### config.mk
export PLATFORM = sky130hd
export DESIGN_NAME = positional_array_list_unit_flat
export DESIGN_NICKNAME = d
export VERILOG_FILES = /design/src/hw/rtl/pal_pkg.sv /design/src/hw/rtl/pal_if.sv /design/src/hw/rtl/positional_array_list_unit.sv /design/src/flat_wrapper.sv
export SDC_FILE = /design/constraint.sdc
export NUM_CORES = 2
export LEC_CHECK = 0
export ABC_AREA = 0
export BUFFER_PORTS_ARGS = -buffer_cell sky130_fd_sc_hd__buf_2
export CAP_MARGIN = 10
export CORE_UTILIZATION = 46
export CTS_CLUSTER_DIAMETER = 150
export CTS_CLUSTER_SIZE = 24
export DETAILED_ROUTE_END_ITERATION = 12
export GPL_TIMING_DRIVEN = 1
export SETUP_SLACK_MARGIN = 0.1
export SYNTH_ARGS = -nofsm -noshare
export SYNTH_HDL_FRONTEND = slang
export SYNTH_SLANG_ARGS = --single-unit
### constraint.sdc
create_clock -name i_clk -period 5.25 [get_ports i_clk]
set_input_delay 0.525 -clock i_clk [delete_from_list [all_inputs] [get_ports i_clk]]
set_output_delay 0.525 -clock i_clk [all_outputs]
set_load 0.01 [all_outputs]
### src/hw/rtl/pal_pkg.sv
// Package for the positional array list unit.
// Holds list capacity, field widths, command/status codes and sequencer states.
// No dependencies.
package pal_pkg;

    localparam int CAPACITY = 128;
    localparam int CMD_W    = 3;
    localparam int POS_W    = 8;
    localparam int VAL_W    = 32;
    localparam int STS_W    = 3;
    localparam int ADDR_W   = (CAPACITY > 1) ? $clog2(CAPACITY) : 1;
    localparam int CNT_W    = $clog2(CAPACITY + 1);
    localparam int CMP_W    = (CNT_W >= POS_W) ? CNT_W + 1 : POS_W + 1;

    typedef enum logic [CMD_W-1:0] {
        CMD_CREATE = 3'd0,
        CMD_INSERT = 3'd1,
        CMD_DELETE = 3'd2,
        CMD_SEARCH = 3'd3,
        CMD_READ   = 3'd4
    } t_cmd;

    typedef enum logic [STS_W-1:0] {
        STS_OK          = 3'd0,
        STS_BAD_POS     = 3'd1,
        STS_NOT_CREATED = 3'd2,
        STS_FULL        = 3'd3,
        STS_NOT_FOUND   = 3'd4,
        STS_ALREADY     = 3'd5
    } t_status;

    typedef enum logic [2:0] {
        S_IDLE,
        S_WALK,
        S_TAIL,
        S_PUT,
        S_DONE
    } t_state;

endpackage

### src/hw/rtl/pal_if.sv
// Request and response channel interfaces for the positional array list unit.
// Depends on pal_pkg for field widths.
interface pal_req_if import pal_pkg::*; ();
    logic                    valid;
    logic                    ready;
    logic [CMD_W-1:0]        command;
    logic [POS_W-1:0]        position;
    logic signed [VAL_W-1:0] value;

    modport source (output valid, command, position, value, input ready);
    modport sink   (input valid, command, position, value, output ready);
endinterface

interface pal_rsp_if import pal_pkg::*; ();
    logic                    valid;
    logic                    ready;
    logic [STS_W-1:0]        status;
    logic [POS_W-1:0]        found_position;
    logic signed [VAL_W-1:0] read_value;
    logic [POS_W-1:0]        element_count;

    modport source (output valid, status, found_position, read_value, element_count,
                    input ready);
    modport sink   (input valid, status, found_position, read_value, element_count,
                    output ready);
endinterface

### src/hw/rtl/positional_array_list_unit.sv
// Positional array list unit: packed 1-based list in a single-port-write memory.
// Depends on pal_pkg and the pal_req_if / pal_rsp_if interfaces.
//
//   channel | dir | handshake            | payload
//   i_req   | in  | valid/ready          | command, position, value
//   o_rsp   | out | valid/ready          | status, found_position, read_value, element_count
//
// One request at a time; i_req.ready is high only while the sequencer is idle.
// Insert, delete and search walk the memory one entry per cycle through its one read
// port; a read fetches its one entry the same way.
// Create and rejected requests skip the walk.
// Synchronous active-low reset clears count, created flag and control; memory is not cleared.
// A pending response stalls the sequencer in its final state until o_rsp.ready.
module positional_array_list_unit import pal_pkg::*; (
    input  logic      i_clk,
    input  logic      i_rst_n,
    pal_req_if.sink   i_req,
    pal_rsp_if.source o_rsp
);

    logic [VAL_W-1:0]        r_mem [CAPACITY];
    logic [VAL_W-1:0]        r_rdata;

    t_state                  r_state, n_state;
    t_cmd                    r_cmd, n_cmd;
    logic [ADDR_W-1:0]       r_idx, n_idx;
    logic [ADDR_W-1:0]       r_end, n_end;
    logic [ADDR_W-1:0]       r_put, n_put;
    logic [ADDR_W-1:0]       r_paddr, n_paddr;
    logic                    r_pend, n_pend;
    logic [VAL_W-1:0]        r_val, n_val;
    logic [CNT_W-1:0]        r_count, n_count;
    logic                    r_created, n_created;
    t_status                 r_status, n_status;
    logic [POS_W-1:0]        r_found, n_found;
    logic [VAL_W-1:0]        r_rd, n_rd;

    logic                    r_o_valid, n_o_valid;
    t_status                 r_o_status, n_o_status;
    logic [POS_W-1:0]        r_o_found, n_o_found;
    logic [VAL_W-1:0]        r_o_rd, n_o_rd;
    logic [POS_W-1:0]        r_o_count, n_o_count;

    logic                    accept;
    logic                    out_free;
    logic                    srch_hit;
    logic [CMP_W-1:0]        p_ext, c_ext;
    t_state                  dec_state;
    t_status                 dec_status;
    logic [ADDR_W-1:0]       dec_start, dec_end;
    logic [CNT_W-1:0]        dec_count;
    logic                    dec_created;

    logic                    mem_we;
    logic [ADDR_W-1:0]       mem_waddr;
    logic [VAL_W-1:0]        mem_wdata;
    logic                    mem_re;

    assign accept   = i_req.valid && (r_state == S_IDLE);
    assign out_free = !r_o_valid || o_rsp.ready;
    assign srch_hit = (r_state == S_WALK || r_state == S_TAIL) && r_pend
                      && (r_cmd == CMD_SEARCH) && (r_rdata == r_val);
    assign p_ext    = CMP_W'(i_req.position);
    assign c_ext    = CMP_W'(r_count);

    always_comb begin
        dec_state   = S_DONE;
        dec_status  = STS_OK;
        dec_start   = '0;
        dec_end     = '0;
        dec_count   = r_count;
        dec_created = r_created;
        if (t_cmd'(i_req.command) == CMD_CREATE) begin
            if (r_created) begin
                dec_status = STS_ALREADY;
            end else begin
                dec_created = 1'b1;
                dec_count   = '0;
            end
        end else if (!r_created) begin
            dec_status = STS_NOT_CREATED;
        end else begin
            case (t_cmd'(i_req.command))
                CMD_INSERT: begin
                    if (r_count == CNT_W'(CAPACITY)) begin
                        dec_status = STS_FULL;
                    end else if (p_ext == '0 || p_ext > c_ext + CMP_W'(1)) begin
                        dec_status = STS_BAD_POS;
                    end else begin
                        dec_count = r_count + CNT_W'(1);
                        dec_start = ADDR_W'(c_ext - CMP_W'(1));
                        dec_end   = ADDR_W'(p_ext - CMP_W'(1));
                        dec_state = (p_ext == c_ext + CMP_W'(1)) ? S_PUT : S_WALK;
                    end
                end
                CMD_DELETE: begin
                    if (p_ext == '0 || p_ext > c_ext) begin
                        dec_status = STS_BAD_POS;
                    end else begin
                        dec_count = r_count - CNT_W'(1);
                        dec_start = ADDR_W'(p_ext);
                        dec_end   = ADDR_W'(c_ext - CMP_W'(1));
                        dec_state = (p_ext == c_ext) ? S_DONE : S_WALK;
                    end
                end
                CMD_SEARCH: begin
                    dec_status = STS_NOT_FOUND;
                    dec_start  = '0;
                    dec_end    = ADDR_W'(c_ext - CMP_W'(1));
                    dec_state  = (r_count == '0) ? S_DONE : S_WALK;
                end
                CMD_READ: begin
                    if (p_ext == '0 || p_ext > c_ext) begin
                        dec_status = STS_BAD_POS;
                    end else begin
                        dec_start = ADDR_W'(p_ext - CMP_W'(1));
                        dec_end   = ADDR_W'(p_ext - CMP_W'(1));
                        dec_state = S_WALK;
                    end
                end
                default: begin
                    dec_status = STS_BAD_POS;
                end
            endcase
        end
    end

    always_comb begin
        n_state = r_state;
        case (r_state)
            S_IDLE: begin
                if (accept) n_state = dec_state;
            end
            S_WALK: begin
                if (srch_hit) begin
                    n_state = S_DONE;
                end else if (r_idx == r_end) begin
                    n_state = S_TAIL;
                end
            end
            S_TAIL: begin
                n_state = (r_cmd == CMD_INSERT) ? S_PUT : S_DONE;
            end
            S_PUT: begin
                n_state = S_DONE;
            end
            S_DONE: begin
                if (out_free) n_state = S_IDLE;
            end
            default: begin
                n_state = S_IDLE;
            end
        endcase
    end

    always_comb begin
        n_cmd      = r_cmd;
        n_idx      = r_idx;
        n_end      = r_end;
        n_put      = r_put;
        n_paddr    = r_paddr;
        n_pend     = r_pend;
        n_val      = r_val;
        n_count    = r_count;
        n_created  = r_created;
        n_status   = r_status;
        n_found    = r_found;
        n_rd       = r_rd;
        n_o_valid  = r_o_valid && !o_rsp.ready;
        n_o_status = r_o_status;
        n_o_found  = r_o_found;
        n_o_rd     = r_o_rd;
        n_o_count  = r_o_count;
        mem_we     = 1'b0;
        mem_waddr  = r_put;
        mem_wdata  = r_val;
        mem_re     = 1'b0;

        case (r_state)
            S_IDLE: begin
                if (accept) begin
                    n_cmd     = t_cmd'(i_req.command);
                    n_val     = i_req.value;
                    n_put     = ADDR_W'(p_ext - CMP_W'(1));
                    n_idx     = dec_start;
                    n_end     = dec_end;
                    n_pend    = 1'b0;
                    n_count   = dec_count;
                    n_created = dec_created;
                    n_status  = dec_status;
                    n_found   = '0;
                    n_rd      = '0;
                end
            end
            S_WALK: begin
                mem_re  = 1'b1;
                n_pend  = 1'b1;
                n_paddr = r_idx;
                n_idx   = (r_cmd == CMD_INSERT) ? r_idx - ADDR_W'(1) : r_idx + ADDR_W'(1);
            end
            S_TAIL: begin
                n_pend = 1'b0;
            end
            S_PUT: begin
                mem_we = 1'b1;
            end
            S_DONE: begin
                if (out_free) begin
                    n_o_valid  = 1'b1;
                    n_o_status = r_status;
                    n_o_found  = r_found;
                    n_o_rd     = r_rd;
                    n_o_count  = POS_W'(r_count);
                end
            end
            default: begin
            end
        endcase

        // retire the entry read in the previous cycle
        if ((r_state == S_WALK || r_state == S_TAIL) && r_pend) begin
            case (r_cmd)
                CMD_INSERT: begin
                    mem_we    = 1'b1;
                    mem_waddr = r_paddr + ADDR_W'(1);
                    mem_wdata = r_rdata;
                end
                CMD_DELETE: begin
                    mem_we    = 1'b1;
                    mem_waddr = r_paddr - ADDR_W'(1);
                    mem_wdata = r_rdata;
                end
                CMD_SEARCH: begin
                    if (srch_hit) begin
                        n_status = STS_OK;
                        n_found  = POS_W'({1'b0, r_paddr} + (ADDR_W + 1)'(1));
                        n_pend   = 1'b0;
                    end
                end
                CMD_READ: begin
                    n_rd = r_rdata;
                end
                default: begin
                end
            endcase
        end
    end

    always_ff @(posedge i_clk) begin
        if (mem_we) r_mem[mem_waddr] <= mem_wdata;
        if (mem_re) r_rdata <= r_mem[r_idx];
    end

    always_ff @(posedge i_clk) begin
        if (!i_rst_n) begin
            r_state   <= S_IDLE;
            r_pend    <= 1'b0;
            r_count   <= '0;
            r_created <= 1'b0;
            r_o_valid <= 1'b0;
        end else begin
            r_state   <= n_state;
            r_pend    <= n_pend;
            r_count   <= n_count;
            r_created <= n_created;
            r_o_valid <= n_o_valid;
        end
    end

    always_ff @(posedge i_clk) begin
        r_cmd      <= n_cmd;
        r_idx      <= n_idx;
        r_end      <= n_end;
        r_put      <= n_put;
        r_paddr    <= n_paddr;
        r_val      <= n_val;
        r_status   <= n_status;
        r_found    <= n_found;
        r_rd       <= n_rd;
        r_o_status <= n_o_status;
        r_o_found  <= n_o_found;
        r_o_rd     <= n_o_rd;
        r_o_count  <= n_o_count;
    end

    assign i_req.ready          = (r_state == S_IDLE);
    assign o_rsp.valid          = r_o_valid;
    assign o_rsp.status         = r_o_status;
    assign o_rsp.found_position = r_o_found;
    assign o_rsp.read_value     = r_o_rd;
    assign o_rsp.element_count  = r_o_count;

endmodule

### src/flat_wrapper.sv
// flat-port wrapper written by rule: the top's interface ports become plain ports
module positional_array_list_unit_flat import pal_pkg::*;
  (i_clk, i_rst_n, i_req_valid, i_req_command, i_req_position, i_req_value, i_req_ready, o_rsp_valid, o_rsp_status, o_rsp_found_position, o_rsp_read_value, o_rsp_element_count, o_rsp_ready);
  pal_req_if i_req_i ();
  pal_rsp_if o_rsp_i ();
  input  logic i_clk;
  input  logic i_rst_n;
  input wire logic [$bits(i_req_i.valid)-1:0] i_req_valid;
  input wire logic [$bits(i_req_i.command)-1:0] i_req_command;
  input wire logic [$bits(i_req_i.position)-1:0] i_req_position;
  input wire logic [$bits(i_req_i.value)-1:0] i_req_value;
  output wire logic [$bits(i_req_i.ready)-1:0] i_req_ready;
  output wire logic [$bits(o_rsp_i.valid)-1:0] o_rsp_valid;
  output wire logic [$bits(o_rsp_i.status)-1:0] o_rsp_status;
  output wire logic [$bits(o_rsp_i.found_position)-1:0] o_rsp_found_position;
  output wire logic [$bits(o_rsp_i.read_value)-1:0] o_rsp_read_value;
  output wire logic [$bits(o_rsp_i.element_count)-1:0] o_rsp_element_count;
  input wire logic [$bits(o_rsp_i.ready)-1:0] o_rsp_ready;
  assign i_req_i.valid = i_req_valid;
  assign i_req_i.command = i_req_command;
  assign i_req_i.position = i_req_position;
  assign i_req_i.value = i_req_value;
  assign i_req_ready = i_req_i.ready;
  assign o_rsp_valid = o_rsp_i.valid;
  assign o_rsp_status = o_rsp_i.status;
  assign o_rsp_found_position = o_rsp_i.found_position;
  assign o_rsp_read_value = o_rsp_i.read_value;
  assign o_rsp_element_count = o_rsp_i.element_count;
  assign o_rsp_i.ready = o_rsp_ready;
  positional_array_list_unit u_core (.i_clk(i_clk), .i_rst_n(i_rst_n), .i_req(i_req_i), .o_rsp(o_rsp_i));
endmodule
# Word level (Yosys, flattened, before mapping)
# Memory sizes are Yosys's and may differ from the RTL's. A register that Yosys moved wholly into a read port is not among the register bits.
# Cells that the tools add are included.
classes:
  n_eq_ne: 24
  reduce_logical: 27
  mux: 75
  bitwise_logic: 1
  addsub: 10
  order_cmp: 2
ops:
  columns: ["cell", "n"]
  rows:
  - ["32-bit 2-to-1 mux", 6]
  - ["8-bit 2-to-1 mux", 11]
  - ["7-bit 2-to-1 mux", 12]
  - ["3-bit 2-to-1 mux", 22]
  - ["32-bit equality test", 1]
  - ["7-bit case mux with 2 select lines", 2]
  - ["7-bit case mux with 4 select lines", 1]
  - ["7-bit by 1-bit subtractor with 7-bit output (second input constant)", 4]
  - ["7-bit case mux with 3 select lines", 1]
  - ["3-bit by 2-bit equality test with 1-bit output (second input constant)", 6]
  - ["8-bit case mux with 2 select lines", 1]
  - ["3-bit case mux with 5 select lines", 1]
  - ["7-bit by 1-bit adder with 7-bit output (second input constant)", 2]
  - ["1-bit 2-to-1 mux", 14]
  - ["3-bit case mux with 4 select lines", 1]
  - ["8-bit by 1-bit adder with 9-bit output (second input constant)", 1]
  - ["3-bit by 1-bit equality test with 1-bit output (second input constant)", 3]
  - ["3-bit equality test (second input constant)", 3]
  - ["8-bit by 9-bit equality test with 1-bit output", 1]
  - ["8-bit by 9-bit greater-than comparator with 1-bit output", 1]
  - ["9-bit zero test", 1]
  - ["3-bit by 2-bit inequality test with 1-bit output (second input constant)", 3]
  - ["3-bit case mux with 3 select lines", 1]
  - ["7-bit by 1-bit adder with 8-bit output (second input constant)", 1]
  - ["23 further kinds", 39]
word_totals:
  wordCells: 158
  output_inout_bits: 53
  memories: 1
  in_bits: 47
  ram_bits: 4096
  ff_bits: 171
mem_list:
  columns: ["name", "words", "width", "rd", "rd_ports_with_merged_regs", "wr", "line_no", "source"]
  rows:
  - ["u_core.r_mem", 128, 32, 1, 1, 1, "positional_array_list_unit.sv:21", "logic [VAL_W-1:0] r_mem [CAPACITY];"]

# Depth between registers and ports, before layout
depth:
  ltp_word: 13
  ltp_mapped: 15
  depth_no_buf: 12

# Least setup slack after synthesis
# No wires, ideal clock.
synth_timing:
  kind: "reg-to-reg"
  startpoint: "register u_core.r_cmd[2]"
  endpoint: "memory u_core.r_mem[120][0], enable pin"
  slack_ps: 580
  n_path_buf: 2
  arrival_ps: 4249
  period_less_slack_ps: 4670
  path_stages_with_launch: 12
  setup_ps: 421
  path_cell_list: "edfxtp_1 nor3b_1 ha_1 a21o_1 a21oi_1 o21ai_0 xnor2_1 mux2i_1 or2_2 clkbuf_1 clkbuf_1 nor2_1"
synth_via:
  elab_chain_cells: 6
synth_rtl:
  columns: ["element", "line_no", "source"]
  rows:
  - ["from (decl)", "positional_array_list_unit.sv:25", "t_cmd r_cmd, n_cmd;"]
  - ["from (signal assigned)", "positional_array_list_unit.sv:271", "r_cmd <= n_cmd;"]
  - ["3-bit by 2-bit equality test with 1-bit output or 3-bit by 1-bit equality test with 1-bit output (tied branches)", "positional_array_list_unit.sv:222", "case (r_cmd)"]
  - ["2-bit OR reduction (no source line)", null, null]
  - ["1-bit 2-to-1 mux", "positional_array_list_unit.sv:222", null]
  - ["1-bit 2-to-1 mux", "positional_array_list_unit.sv:221", "if ((r_state == S_WALK || r_state == S_TAIL) && r_pend) begin"]
  - ["1-bit 2-to-1 mux", "positional_array_list_unit.sv:250", "if (mem_we) r_mem[mem_waddr] <= mem_wdata;"]
  - ["1-bit 2-to-1 mux (implied by the code)", "positional_array_list_unit.sv:250", null]
  - ["to (decl)", "positional_array_list_unit.sv:21", null]
# Several ways; a longest one is shown, not always the timed one.

==> flow_summary.json <==
{
  "outcome": "finished, final reports clean",
  "r2r_cells": 10,
  "detail_route.wl_per_cell_um": 35.36,
  "post-route-drc-count": 0,
  "cp_slowest_stage_delay_ns": 1.01,
  "insertion_delay_ns": 0.99,
  "cts_made_buffers": 201,
  "critical-path-slowest-cell": "sky130_fd_sc_hd__a221oi_1",
  "ys_async_sr_fraction_pct": 0,
  "syn_to_layout_area_delta_pct": 9.919,
  "synthesis.instances": 7396,
  "clock_pin_slew_worst_setup_and_hold_paths_ns": 0.10,
  "post_synthesis_cell_area_sq_um": 165000,
  "fp.dieH_um": 600.9,
  "reg2reg_setup_slack_ns": 0.22,
  "dp_worst_setup_slack_ns": 0.3936,
  "worstMarginPinSlew_ns": 1.389,
  "irDropWorstVdd_mv": 0.2504,
  "timing.final.crit_period_ns": 5.034,
  "timing.final.crit_share_pct": 95.89,
  "synth-main-ff-cell": "sky130_fd_sc_hd__edfxtp_1",
  "rsz0062_at_grt": "false",
  "cts_hold_repair.buffers": 43,
  "startpoint_of_the_most_critical_setup_path": "u_core.r_idx[0]$_DFFE_PP_",
  "synth_cell_type_count": 62,
  "tritoncts_clock_tree": "yes",
  "fmax_mhz": 198.6,
  "power.static_leakage_nw": 55.03,
  "critical_path.reg2reg.startpoint": "u_core.r_idx[0]$_DFFE_PP_",
  "synth_sequential_area_ratio_pct": 77.89,
  "floorplan.rows": 219,
  "final_layout_size_suffix_gt1_share_pct": 25.06,
  "synth_area_per_cell_sq_um": 22.31,
  "slew_viol_final": 0,
  "design.die.area_sq_um": 361100,
  "yosys_warnings": 0,
  "final.setup.tns_ns": 0,
  "clkSinkCount": 4299,
  "timing_hold_violations_final": 0,
  "critical_path.most_common_cell": "sky130_fd_sc_hd__buf_4",
  "critPathArrivalTime_ns": 5.71,
  "post_cts.repair.setup_buffers": 0,
  "worst_path_cell_chain": "buf_12 -> buf_4 -> buf_4 -> mux4_2 -> a22o_1 -> a221oi_1 -> a31oi_1 -> nor4_1 -> buf_4 -> o221ai_1",
  "worst_path_maximum_fanout": 18,
  "io_pins": 100,
  "floorplan.initialDensity_pct": 46.29,
  "die-width_um": 600.9,
  "average_vias_per_placed_instance": 6.305,
  "route.antenna.remaining_nets": 0,
  "postSynthNetCount": 7484,
  "total_non_filler_cell_area_in_the_finished_layout_sq_um": 181400,
  "synth_seq_cells": 4299,
  "setup_violations": 0,
  "worst_setup_path_start_kind": "flop",
  "placed_area_sq_um": 175500,
  "dpl.hpwl_mm": 267.0,
  "totalWireLength_mm": 444.2,
  "grt_pass1_wl_mm": 617.5,
  "detail_route.first_pass.iterations": 5,
  "min_path_type": "input pin to flop",
  "timing.critical_path.to": "u_core.r_rdata[19]$_DFFE_PP_",
  "drt-initial-drc-count": 11665,
  "root_buffer": "sky130_fd_sc_hd__clkbuf_16",
  "grt_pass1_vias": 77892,
  "max-cap-violations": 0,
  "worstPathRequired_ns": 5.93,
  "worst-setup-path-type": "flop to flop",
  "gpl.final_weighted_congestion": 0.9138,
  "final_worst_path_setup_slack_ns": 0.2157,
  "totalPowerFinal_mw": 58.85,
  "globalRouteOverflowTotal": 0,
  "route.vias.total": 79207,
  "clock_path_buffers": 4,
  "ctsHtreeMaxLevel": 4,
  "cts_repair_resize_count": 0,
  "coreArea_sq_um": 356500,
  "worst_slew_margin_rel_pct": 6.573,
  "finalNetCount": 7841,
  "end_kind": "flop",
  "num-fill-cells": 27566,
  "worst_clock_skew_ns": 0.09277,
  "final.hold.worst_slack_ns": 0.07167,
  "regToRegEndpoint": "u_core.r_rdata[19]$_DFFE_PP_",
  "grt_util_all_layers_pct": 24.35,
  "number_of_antenna_violations_at_the_first_check_in_global_routing": 37,
  "cellPowerDensity_nw_per_um2": 324.5,
  "grt_max_degree": 129,
  "synth-edff-count": 4242,
  "buffer_ports.inserted": 99
}
## metal layers
metal / part of all wire, % / global-route usage [%]
met3: 9.3 / 4.618
met5: 0.0029 / 0
met1: 42 / 36.05
met2: 46 / 37.04
met4: 3.4 / 7.235
## final cells by class
class | count | area, sq um | share of cell area [%]
antenna | 15 | 37.54 | 0.02069
clock buffer | 234 | 5196 | 2.865
clock inverter | 12 | 201.4 | 0.1111
inverter | 97 | 364.1 | 0.2007
multi-input combinational | 2585 | 35380 | 19.50
sequential | 4299 | 128500 | 70.86
tap | 4751 | 5944 | 3.277
timing repair buffer | 569 | 5734 | 3.161
## power by group
group          switching [mW]  internal, mW  total (mW)  leakage (nW)
clock network            10.4          7.08        17.5          2.63
registers              0.0489          37.8        37.8          38.6
logic                    2.36          1.23        3.59          13.8
## placed cells by master, fill, tap and decap left out, drive strengths merged, types with 6 or more instances in the layout
cell type,Yosys,routed
o21ai,153,153
nand2b,9,9
xnor2,50,50
a2bb2oi,8,8
ha,38,38
or2,6,6
a31oi,67,67
buf,197,526
clkbuf,218,234
a221oi,192,192
nor4,41,41
a21oi,28,28
mux2i,262,262
mux4,1024,1024
nand4,8,8
and3,8,8
nand3,62,62
o22ai,7,7
nor2b,73,73
or3,11,11
xor2,32,32
o221ai,32,32
a22o,64,64
diode,0,15
nand2,130,130
dfxtp,57,57
mux2,32,32
nor3,17,17
a21o,7,7
dlygate4sd3,0,43
nor2,176,176
edfxtp,4242,4242
inv,97,105
## cell usage after synthesis (7+ instances only)
master	count	area share (%)
sky130_fd_sc_hd__buf_6	9	0.061
sky130_fd_sc_hd__a31oi_1	67	0.25
sky130_fd_sc_hd__buf_2	94	0.29
sky130_fd_sc_hd__a2bb2oi_1	8	0.042
sky130_fd_sc_hd__a21oi_1	28	0.085
sky130_fd_sc_hd__inv_1	97	0.22
sky130_fd_sc_hd__buf_4	43	0.20
sky130_fd_sc_hd__o21ai_0	151	0.46
sky130_fd_sc_hd__a22o_1	64	0.34
sky130_fd_sc_hd__a21o_1	7	0.032
sky130_fd_sc_hd__nand2_1	130	0.30
sky130_fd_sc_hd__clkbuf_1	218	0.50
sky130_fd_sc_hd__nor2b_1	73	0.28
sky130_fd_sc_hd__dfxtp_1	57	0.69
sky130_fd_sc_hd__edfxtp_1	4242	77
sky130_fd_sc_hd__nor2_1	174	0.40
sky130_fd_sc_hd__xor2_1	32	0.17
sky130_fd_sc_hd__nor3_1	17	0.052
sky130_fd_sc_hd__o221ai_1	32	0.17
sky130_fd_sc_hd__mux2_2	32	0.22
sky130_fd_sc_hd__mux2i_1	262	1.6
sky130_fd_sc_hd__o22ai_1	7	0.027
sky130_fd_sc_hd__mux4_2	1024	14
sky130_fd_sc_hd__a221oi_1	192	1.0
sky130_fd_sc_hd__nand4_1	8	0.030
sky130_fd_sc_hd__nand2b_1	9	0.034
sky130_fd_sc_hd__ha_1	38	0.29
sky130_fd_sc_hd__nand3_1	62	0.19
sky130_fd_sc_hd__and3_1	8	0.030
sky130_fd_sc_hd__nor4_1	40	0.15
sky130_fd_sc_hd__or3_1	11	0.042
sky130_fd_sc_hd__xnor2_1	50	0.27
sky130_fd_sc_hd__buf_1	51	0.12
## worst min-delay path by stage
stage	from	end	slack, ns	cells past startpoint
6_report	o_rsp_ready	u_core.r_state[2]$_SDFFE_PN0P_	0.07	5
5_1_grt	o_rsp_ready	u_core.r_state[2]$_SDFFE_PN0P_	0.06	5
4_1_cts	o_rsp_ready	u_core.r_state[2]$_SDFFE_PN0P_	0.005	5
3_5_place_dp	u_core.r_rd[22]$_DFF_P_	u_core.o_rsp.read_value[22]$_DFFE_PP_	0.42	0
3_3_place_gp	u_core.r_rd[18]$_DFF_P_	u_core.o_rsp.read_value[18]$_DFFE_PP_	0.42	0
2_1_floorplan	u_core.r_found[0]$_DFF_P_	u_core.o_rsp.found_position[0]$_DFFE_PP_	0.41	0
## worst max-delay path, delay by kind of cell (launching register included)
family,cells,cell delay (ns)
multiplexers,1,0.54
flip-flops,1,0.46
buffers and inverters,4,1.16
AND/OR/NAND/NOR,1,0.44
AO/OA/AOI/OAI,4,2.11
## stage by stage
stage | instances | utilization (%)
6_report | 12562 | 50.88
5_1_grt | 12549 | 50.87
4_1_cts | 12547 | 50.87
3_5_place_dp | 12258 | 49.23
3_3_place_gp | 12256 | 49.23
2_1_floorplan | 7396 | -
## cells by family (layout without fill, tap and decap cells)
kind of cell               Yosys count  in the layout  synth area share [%]
buffers and inverters              512            912                 1.375
AOI/OAI and AO/OA                  584            584                 2.561
muxes                             1318           1318                 15.78
xor gates and xnor gates            82             82                0.4352
other                                0             15                     0
adders and majority gates           41             41                0.3245
and+or+nand+nor                    560            560                 1.633
DFF                               4299           4299                 77.89
## state kept, by name, indices dropped and copies added (netlist names), 8 cells and up
name                         count
u_core.o_rsp.found_position      8
u_core.r_mem                  4096
u_core.o_rsp.read_value         32
u_core.r_found                   8
u_core.o_rsp.element_count       8
u_core.r_rd                     32
u_core.r_rdata                  32
u_core.r_val                    32
u_core.r_count                   8
(Power assumes the default switching activity.)
